[config.mk]
export PLATFORM = sky130hd
export DESIGN_NAME = pcm_sample_unpacker
export DESIGN_NICKNAME = d
export VERILOG_FILES = /design/src/rtl/pcu_pkg.sv /design/src/rtl/pcu_front.sv /design/src/rtl/pcu_queue.sv /design/src/rtl/pcu_back.sv /design/src/rtl/pcm_sample_unpacker.sv
export VERILOG_INCLUDE_DIRS = /design/src /design/src/rtl
export SDC_FILE = /design/constraint.sdc
export NUM_CORES = 1
export LEC_CHECK = 0
export ABC_AREA = 1
export BUFFER_PORTS_ARGS = -buffer_cell sky130_fd_sc_hd__buf_4
export CAP_MARGIN = 10
export CORE_MARGIN = 2
export CORE_UTILIZATION = 36
export CTS_BUF_LIST = sky130_fd_sc_hd__clkbuf_8
export DETAILED_ROUTE_END_ITERATION = 6
export GPL_ROUTABILITY_DRIVEN = 0
export PLACE_DENSITY = 0.62
export REMOVE_ABC_BUFFERS = 1
export SKIP_LAST_GASP = 1
export SLEW_MARGIN = 30
export SYNTH_ARGS = -nofsm -noshare
export SYNTH_HDL_FRONTEND = slang
export SYNTH_SLANG_ARGS = --single-unit
[constraint.sdc]
create_clock -name clk -period 5.06 [get_ports clk]
set_input_delay 1.012 -clock clk [delete_from_list [all_inputs] [get_ports clk]]
set_output_delay 1.012 -clock clk [all_outputs]
set_load 0.1 [all_outputs]
[src/rtl/pcm_sample_unpacker_defines.svh]
// ----------------------------------------------------------------------------
// pcm_sample_unpacker_defines.svh
// Assertion macros shared by the sample unpacker RTL.
// ----------------------------------------------------------------------------
`ifndef PCM_SAMPLE_UNPACKER_DEFINES_SVH
`define PCM_SAMPLE_UNPACKER_DEFINES_SVH

`ifndef ASSERT_OFF
// property must hold at every edge outside reset
`define PCU_ASSERT(lbl, clk, rst_n, prop) \
	lbl: assert property (@(posedge clk) disable iff (!rst_n) (prop)) \
		else $error("pcm_sample_unpacker: assertion failed");
// expression must never be true outside reset
`define PCU_ASSERT_NEVER(lbl, clk, rst_n, expr) \
	lbl: assert property (@(posedge clk) disable iff (!rst_n) !(expr)) \
		else $error("pcm_sample_unpacker: forbidden condition seen");
`else
`define PCU_ASSERT(lbl, clk, rst_n, prop)
`define PCU_ASSERT_NEVER(lbl, clk, rst_n, expr)
`endif

`endif

[src/rtl/pcu_pkg.sv]
// ----------------------------------------------------------------------------
// pcu_pkg
// Constants, register codes and shared types of the PCM sample unpacker.
// ----------------------------------------------------------------------------
package pcu_pkg;

	// channel sizing
	localparam int MAX_CHANNELS = 8;
	localparam int CH_POS_W     = (MAX_CHANNELS > 1) ? $clog2(MAX_CHANNELS) : 1;
	localparam int CH_CNT_W     = $clog2(MAX_CHANNELS + 1);
	localparam int CH_CMP_W     = ((CH_CNT_W > 4) ? CH_CNT_W : 4) + 1;

	// field widths
	localparam int SAMPLE_W     = 24;
	localparam int CHAN_IDX_W   = 3;
	localparam int BYTE_POS_W   = 2;
	localparam int PARTIAL_W    = 16;

	// configuration port
	localparam int CFG_IDX_W    = 2;
	localparam int CFG_DATA_W   = 4;

	localparam logic [CFG_IDX_W-1:0] REG_WIDTH_MODE  = 2'd0;
	localparam logic [CFG_IDX_W-1:0] REG_CHAN_COUNT  = 2'd1;
	localparam logic [CFG_IDX_W-1:0] REG_CHAN_SELECT = 2'd2;
	localparam logic [CFG_IDX_W-1:0] REG_ALL_CHANS   = 2'd3;

	// sample width codes
	localparam logic [1:0] MODE_U8  = 2'd0;
	localparam logic [1:0] MODE_S16 = 2'd1;
	localparam logic [1:0] MODE_S24 = 2'd2;

	// queue between front and back
	localparam int FIFO_DEPTH = 4;
	localparam int FIFO_AW    = $clog2(FIFO_DEPTH);

	typedef struct packed {
		logic [1:0] width_mode;
		logic [3:0] channel_count;
		logic [2:0] channel_select;
		logic       all_channels;
	} pcu_cfg_t;

	// one finished sample as raw bytes, ready for scaling
	typedef struct packed {
		logic [7:0]            last_byte;
		logic [PARTIAL_W-1:0]  partial;
		logic [1:0]            width_mode;
		logic [CHAN_IDX_W-1:0] channel_index;
		logic                  frame_end;
	} pcu_entry_t;

	typedef struct packed {
		logic full;
		logic empty;
	} pcu_qstat_t;

endpackage

[src/rtl/pcu_front.sv]
// ----------------------------------------------------------------------------
// pcu_front
// Accepts data bytes, tracks byte and channel position, queues finished
// samples of the channels that are to be emitted.
// ----------------------------------------------------------------------------
`include "pcm_sample_unpacker_defines.svh"

module pcu_front (
	input  logic               clk,
	input  logic               arst_n,
	input  pcu_pkg::pcu_cfg_t  cfg,
	input  logic               in_valid,
	output logic               in_stall,
	input  logic [7:0]         data_byte,
	input  logic               end_of_data,
	input  pcu_pkg::pcu_qstat_t qstat,
	output logic               push,
	output pcu_pkg::pcu_entry_t push_entry
);
	import pcu_pkg::*;

	logic [BYTE_POS_W-1:0] byte_pos_q;
	logic [CH_POS_W-1:0]   chan_pos_q;
	logic [PARTIAL_W-1:0]  partial_q;

	logic                  accept;
	logic [BYTE_POS_W-1:0] last_idx;
	logic [1:0]            norm_mode;
	logic                  complete;
	logic [CH_CMP_W-1:0]   cnt_ext;
	logic [CH_CMP_W-1:0]   nch;
	logic [CH_CMP_W-1:0]   pos_ext;
	logic                  fend;
	logic                  emit;
	logic [PARTIAL_W-1:0]  partial_next;

	// stall whenever the queue cannot take another sample
	assign in_stall = qstat.full;
	assign accept   = in_valid && !qstat.full;

	// width class; the unused code behaves as 24-bit
	always_comb begin
		case (cfg.width_mode)
			MODE_U8: begin
				norm_mode = MODE_U8;
				last_idx  = 2'd0;
			end
			MODE_S16: begin
				norm_mode = MODE_S16;
				last_idx  = 2'd1;
			end
			default: begin
				norm_mode = MODE_S24;
				last_idx  = 2'd2;
			end
		endcase
	end

	assign complete = byte_pos_q >= last_idx;

	// effective channel count: zero reads as one, saturate at the maximum
	always_comb begin
		cnt_ext = CH_CMP_W'(cfg.channel_count);
		if (cnt_ext == '0)
			nch = CH_CMP_W'(1);
		else if (cnt_ext > CH_CMP_W'(MAX_CHANNELS))
			nch = CH_CMP_W'(MAX_CHANNELS);
		else
			nch = cnt_ext;
	end

	assign pos_ext = CH_CMP_W'(chan_pos_q);
	assign fend    = (pos_ext + CH_CMP_W'(1)) >= nch;
	assign emit    = complete &&
		(cfg.all_channels || (pos_ext == CH_CMP_W'(cfg.channel_select)));

	// little-endian byte collection
	always_comb begin
		case (byte_pos_q)
			2'd0:    partial_next = {partial_q[15:8], data_byte};
			2'd1:    partial_next = {data_byte, partial_q[7:0]};
			default: partial_next = partial_q;
		endcase
	end

	// queue entry
	assign push                     = accept && emit;
	assign push_entry.last_byte     = data_byte;
	assign push_entry.partial       = partial_q;
	assign push_entry.width_mode    = norm_mode;
	assign push_entry.channel_index = pos_ext[CHAN_IDX_W-1:0];
	assign push_entry.frame_end     = fend;

	// position state
	always_ff @(posedge clk or negedge arst_n) begin
		if (!arst_n) begin
			byte_pos_q <= '0;
			chan_pos_q <= '0;
			partial_q  <= '0;
		end else if (accept) begin
			if (end_of_data) begin
				byte_pos_q <= '0;
				chan_pos_q <= '0;
				partial_q  <= '0;
			end else if (complete) begin
				byte_pos_q <= '0;
				chan_pos_q <= fend ? '0 : chan_pos_q + CH_POS_W'(1);
				partial_q  <= '0;
			end else begin
				byte_pos_q <= byte_pos_q + BYTE_POS_W'(1);
				partial_q  <= partial_next;
			end
		end
	end

	`PCU_ASSERT(a_eod_clears, clk, arst_n, (accept && end_of_data) |=> (byte_pos_q == '0 && chan_pos_q == '0))
	`PCU_ASSERT_NEVER(a_byte_pos_range, clk, arst_n, byte_pos_q == 2'd3)

endmodule

[src/rtl/pcu_queue.sv]
// ----------------------------------------------------------------------------
// pcu_queue
// Short flop queue that decouples byte intake from sample delivery.
// ----------------------------------------------------------------------------
`include "pcm_sample_unpacker_defines.svh"

module pcu_queue (
	input  logic                clk,
	input  logic                arst_n,
	input  logic                push,
	input  pcu_pkg::pcu_entry_t push_entry,
	input  logic                pop,
	output pcu_pkg::pcu_entry_t head,
	output pcu_pkg::pcu_qstat_t qstat
);
	import pcu_pkg::*;

	pcu_entry_t         slot_q [FIFO_DEPTH];
	logic [FIFO_AW-1:0] wr_ptr_q;
	logic [FIFO_AW-1:0] rd_ptr_q;
	logic [FIFO_AW:0]   count_q;

	assign qstat.full  = count_q == (FIFO_AW+1)'(FIFO_DEPTH);
	assign qstat.empty = count_q == '0;
	assign head        = slot_q[rd_ptr_q];

	// storage
	always_ff @(posedge clk) begin
		if (push)
			slot_q[wr_ptr_q] <= push_entry;
	end

	// pointers and fill count
	always_ff @(posedge clk or negedge arst_n) begin
		if (!arst_n) begin
			wr_ptr_q <= '0;
			rd_ptr_q <= '0;
			count_q  <= '0;
		end else begin
			if (push)
				wr_ptr_q <= wr_ptr_q + FIFO_AW'(1);
			if (pop)
				rd_ptr_q <= rd_ptr_q + FIFO_AW'(1);
			if (push && !pop)
				count_q <= count_q + (FIFO_AW+1)'(1);
			else if (pop && !push)
				count_q <= count_q - (FIFO_AW+1)'(1);
		end
	end

	`PCU_ASSERT_NEVER(a_no_overflow, clk, arst_n, push && qstat.full)
	`PCU_ASSERT_NEVER(a_no_underflow, clk, arst_n, pop && qstat.empty)
	`PCU_ASSERT(a_count_range, clk, arst_n, count_q <= (FIFO_AW+1)'(FIFO_DEPTH))

endmodule

[src/rtl/pcu_back.sv]
// ----------------------------------------------------------------------------
// pcu_back
// Scales queued samples to 24-bit two's complement and holds the result
// beat in the output register until it is taken.
// ----------------------------------------------------------------------------
module pcu_back (
	input  logic                clk,
	input  logic                arst_n,
	input  pcu_pkg::pcu_entry_t head,
	input  pcu_pkg::pcu_qstat_t qstat,
	output logic                pop,
	output logic                out_valid,
	input  logic                out_stall,
	output logic signed [pcu_pkg::SAMPLE_W-1:0]   sample_value,
	output logic        [pcu_pkg::CHAN_IDX_W-1:0] channel_index,
	output logic                frame_end
);
	import pcu_pkg::*;

	logic                  out_valid_q;
	logic [SAMPLE_W-1:0]   value_q;
	logic [CHAN_IDX_W-1:0] chan_q;
	logic                  fend_q;
	logic [SAMPLE_W-1:0]   scaled;

	// 8-bit is offset binary; 16-bit sits in the upper two bytes
	always_comb begin
		case (head.width_mode)
			MODE_U8:  scaled = {head.last_byte ^ 8'h80, 16'h0000};
			MODE_S16: scaled = {head.last_byte, head.partial[7:0], 8'h00};
			default:  scaled = {head.last_byte, head.partial};
		endcase
	end

	// load when the register is free or its beat leaves this cycle
	assign pop = !qstat.empty && (!out_valid_q || !out_stall);

	always_ff @(posedge clk or negedge arst_n) begin
		if (!arst_n)
			out_valid_q <= 1'b0;
		else if (!out_valid_q || !out_stall)
			out_valid_q <= !qstat.empty;
	end

	always_ff @(posedge clk) begin
		if (pop) begin
			value_q <= scaled;
			chan_q  <= head.channel_index;
			fend_q  <= head.frame_end;
		end
	end

	assign out_valid     = out_valid_q;
	assign sample_value  = signed'(value_q);
	assign channel_index = chan_q;
	assign frame_end     = fend_q;

endmodule

[src/rtl/pcm_sample_unpacker.sv]
// ----------------------------------------------------------------------------
// pcm_sample_unpacker
// Little-endian interleaved PCM byte stream to 24-bit signed samples.
// ----------------------------------------------------------------------------
//  channel   direction  handshake          payload
//  in        sink       in_valid/in_stall  data_byte, end_of_data
//  out       source     out_valid/out_stall sample_value, channel_index, frame_end
//  cfg       sink       cfg_we             cfg_index, cfg_wdata
//
//  One byte beat accepted per cycle while the queue is not full; after its
//  last byte a sample goes from the front decode into the queue, then the output register.
//  A four-entry queue lets intake run on while the output is stalled;
//  in_stall rises only when that queue is full.
//  Reset clears positions and the queue, and sets the configuration registers to their defaults.
// ----------------------------------------------------------------------------
module pcm_sample_unpacker (
	input  logic                                   clk,
	input  logic                                   arst_n,
	input  logic                                   in_valid,
	output logic                                   in_stall,
	input  logic [7:0]                             data_byte,
	input  logic                                   end_of_data,
	output logic                                   out_valid,
	input  logic                                   out_stall,
	output logic signed [pcu_pkg::SAMPLE_W-1:0]    sample_value,
	output logic        [pcu_pkg::CHAN_IDX_W-1:0]  channel_index,
	output logic                                   frame_end,
	input  logic                                   cfg_we,
	input  logic [pcu_pkg::CFG_IDX_W-1:0]          cfg_index,
	input  logic [pcu_pkg::CFG_DATA_W-1:0]         cfg_wdata
);
	import pcu_pkg::*;

	pcu_cfg_t   cfg_q;
	pcu_qstat_t qstat;
	pcu_entry_t push_entry;
	pcu_entry_t head;
	logic       push;
	logic       pop;

	// configuration registers
	always_ff @(posedge clk or negedge arst_n) begin
		if (!arst_n) begin
			cfg_q.width_mode     <= MODE_S16;
			cfg_q.channel_count  <= 4'd2;
			cfg_q.channel_select <= 3'd0;
			cfg_q.all_channels   <= 1'b0;
		end else if (cfg_we) begin
			case (cfg_index)
				REG_WIDTH_MODE:  cfg_q.width_mode     <= cfg_wdata[1:0];
				REG_CHAN_COUNT:  cfg_q.channel_count  <= cfg_wdata[3:0];
				REG_CHAN_SELECT: cfg_q.channel_select <= cfg_wdata[2:0];
				REG_ALL_CHANS:   cfg_q.all_channels   <= cfg_wdata[0];
				default: ;
			endcase
		end
	end

	pcu_front u_front (
		.clk         (clk),
		.arst_n      (arst_n),
		.cfg         (cfg_q),
		.in_valid    (in_valid),
		.in_stall    (in_stall),
		.data_byte   (data_byte),
		.end_of_data (end_of_data),
		.qstat       (qstat),
		.push        (push),
		.push_entry  (push_entry)
	);

	pcu_queue u_queue (
		.clk        (clk),
		.arst_n     (arst_n),
		.push       (push),
		.push_entry (push_entry),
		.pop        (pop),
		.head       (head),
		.qstat      (qstat)
	);

	pcu_back u_back (
		.clk           (clk),
		.arst_n        (arst_n),
		.head          (head),
		.qstat         (qstat),
		.pop           (pop),
		.out_valid     (out_valid),
		.out_stall     (out_stall),
		.sample_value  (sample_value),
		.channel_index (channel_index),
		.frame_end     (frame_end)
	);

endmodule
==> out/results.tsv <==
metric	value	unit
run status	complete, no violations	
Critical Path Source Type	register	
total die area	22400	um2
share of cells above drive strength 1	14.6	%
post-route setup TNS	0	ns
# fillers	1985	
Post-synth ARST share	20.9	%
worst slew pin tran	0.681	ns
wire length of the first global-routing pass	24200	um
register area share after synthesis	71.0	%
I/O pins	50	
largest net degree at the start of global routing	64	
Final Max Slew Viols	0	
commonest non-fill, non-tap cell in the layout	edfxtp_1	
cts hold-fix bufs	0	
First-pass DRT Iterations	5	
vias in the first global route	4668	
# nets final	740	
FP Rows	53	
commonest non-fill, non-tap cells in the layout	edfxtp_1, nand2_1, nor2_1	
DRC Markers	0	
CP endpoint kind	register	
GRT overflow	0	
slew margin rel.	54.5	%
Layout Skew	0.0169	ns
Reg clk slew, reported paths	0.10	ns
Die W	150	um
worst setup path start	cfg_q[8]	
CP endpoint	u_queue.count_q[1]	
Worst-Skew Late Latency	0.47	ns
number of cells on the worst reg-to-reg path	13	
Final Hold Vio Count	0	
setup slack, reg-to-reg	2.19	ns
Tot Pwr	0.00553	W
# Post-CTS Setup Buffers	0	
Final ANT Viol Nets	0	
clock sink total	187	
Pwr Density	640	nW/um2
pre-CTS setup slack	2.04	ns
chip height	150	um
Setup-failing EPs final	0	
Synth top area share	58.2	%
cts repair resizes	0	
Crit Reg-Reg Endpoint	u_queue.count_q[1]	
Post-Route WL	15100	um
Worst Path Required	5.43	ns
detailed placement HPWL	8820	um
Vias per Instance	4.78	
gr usage total	14.4	%
Core Box Area	20900	um2
PnR worst setup slack	2.19	ns
Yosys reg bits	187	
synth warn	0	
hold crit path type	register to register	
H-tree Lvls	4	
initial core utilization	36.6	%
Period Utilization, post-route	56.7	%
TritonCTS clock tree	done	
worst ir drop on vdd	326	uV
DR iter-0 viols	242	
post-route insts no fill	993	
via total after detailed routing	4746	
Max Root-Sink Buffers	2	
Setup CP Type	register to register	
leading post-synthesis cells by cell area	edfxtp_1, dfrtp_1, nand2_1	
clock buffer count from CTS	17	
fmax	349	MHz
Leak	3.46	nW
n_diodes	0	
antenna violations before repair	0	
number of synthesized flops with an enable pin	148	
root buffer cell	clkbuf_8	
DR WL/cell	15.2	um
Critical R2R Launch	cfg_q[8]	
Arr. time, crit path	3.24	ns
max-cap violations	0	
crit-path max FO	7	
Syn Area/Cell	11.7	um2
ys flop type	edfxtp_1	
largest area contributor in the netlist	edfxtp_1	
Post-Syn Area	7640	um2
Synth Instances	652	
RSZ-0062 raised after global routing	false	
min cycle time layout	2.87	ns
P&R area growth vs syn	13.2	%
Port-buffer cells	49	
unique cell type count in the Yosys netlist	31	
placed cells	961	
[critical path: stages (launching register included)]
cell and delay (ns):
dfstp_2 0.54, inv_1 0.04, nor2_1 0.23, ha_1 0.28
nand2_1 0.06, nand3_1 0.13, nand2_1 0.11, inv_1 0.06
nand2_1 0.23, inv_1 0.09, ha_1 0.20, inv_1 0.11
fa_1 0.42, mux2_2 0.26
[per-stage QoR]
step	hold slack (ns)	utilization, %	area [um2]
detailed placement	0.487	39.7	8280
finish	0.493	41.4	8650
CTS	0.501	41.4	8650
global route	0.530	41.4	8650
global placement	0.470	39.7	8280
floorplan	0.453	-	7500
[area by class of cell]
cell class | count | area (um2) | share of cell area, %
clock buffer | 19 | 262 | 3.02
clock inverter | 13 | 101 | 1.17
inverter | 56 | 213 | 2.46
multi-input combinational | 386 | 1870 | 21.7
sequential | 187 | 5420 | 62.7
tap | 275 | 344 | 3.98
timing repair buffer | 57 | 428 | 4.95
[layer usage]
| layer | part of all wire, % | GRT usage [%] | vias to the layer above | wire [um] |
|---|---|---|---|---|
| met5 | 0 | 0 | - | 0 |
| met4 | 1.7 | 5.05 | 0 | 251 |
| met3 | 5.1 | 3.66 | 19 | 770 |
| met2 | 51 | 24.9 | 115 | 7650 |
| met1 | 43 | 17.7 | 2283 | 6450 |
| li1 | - | - | 2329 | - |
[logic make-up (layout without fill, tap and decap cells)]
family,after synthesis,after routing,synth area share (%)
buf+inv,79,145,4.59
xor+xnor,4,4,0.459
compound gates,106,106,7.49
flops,187,187,71.0
fa+ha+maj,15,15,2.56
simple gates,260,260,13.8
mux,1,1,0.147
[cell usage after synthesis, drive strengths merged (2+ instances only)]
master and n:
clkbuf 8, inv 56, ha 14, edfxtp 148, nand3 41, o21ai 72
buf 15, dfstp 2, xor2 3, a21oi 14, o22ai 19, dfrtp 37
nor2 98, nand2 119
[where the power goes]
part	switching, W	internal (W)	leakage [nW]
combinational	0.00186	0.000521	1.41
sequential	0.000136	0.00209	1.87
clock	0.000516	0.000409	0.184
total	0.00252	0.00302	3.46
[flip-flops by register name (all words and copies together), names as in the netlist, 2 cells and up]
register	count
u_front.partial_q	16
u_queue.rd_ptr_q	2
u_queue.count_q	3
u_back.channel_index	3
u_back.sample_value	24
u_front.chan_pos_q	3
u_queue.slot_q	120
u_queue.wr_ptr_q	2
u_front.byte_pos_q	2
cfg_q	10
[worst min-delay path by stage]
| stage | start | end | cells after the start |
|---|---|---|---|
| 2_1_floorplan | cfg_q[0] | cfg_q[0] | 2 |
| 3_3_place_gp | cfg_q[0] | cfg_q[0] | 2 |
| 3_5_place_dp | cfg_q[8] | cfg_q[8] | 2 |
| 4_1_cts | cfg_q[8] | cfg_q[8] | 2 |
| 5_1_grt | arst_n | u_back.out_valid | 1 |
| 6_report | cfg_q[8] | cfg_q[8] | 2 |
Note: power is estimated with default switching activity, not from simulation.
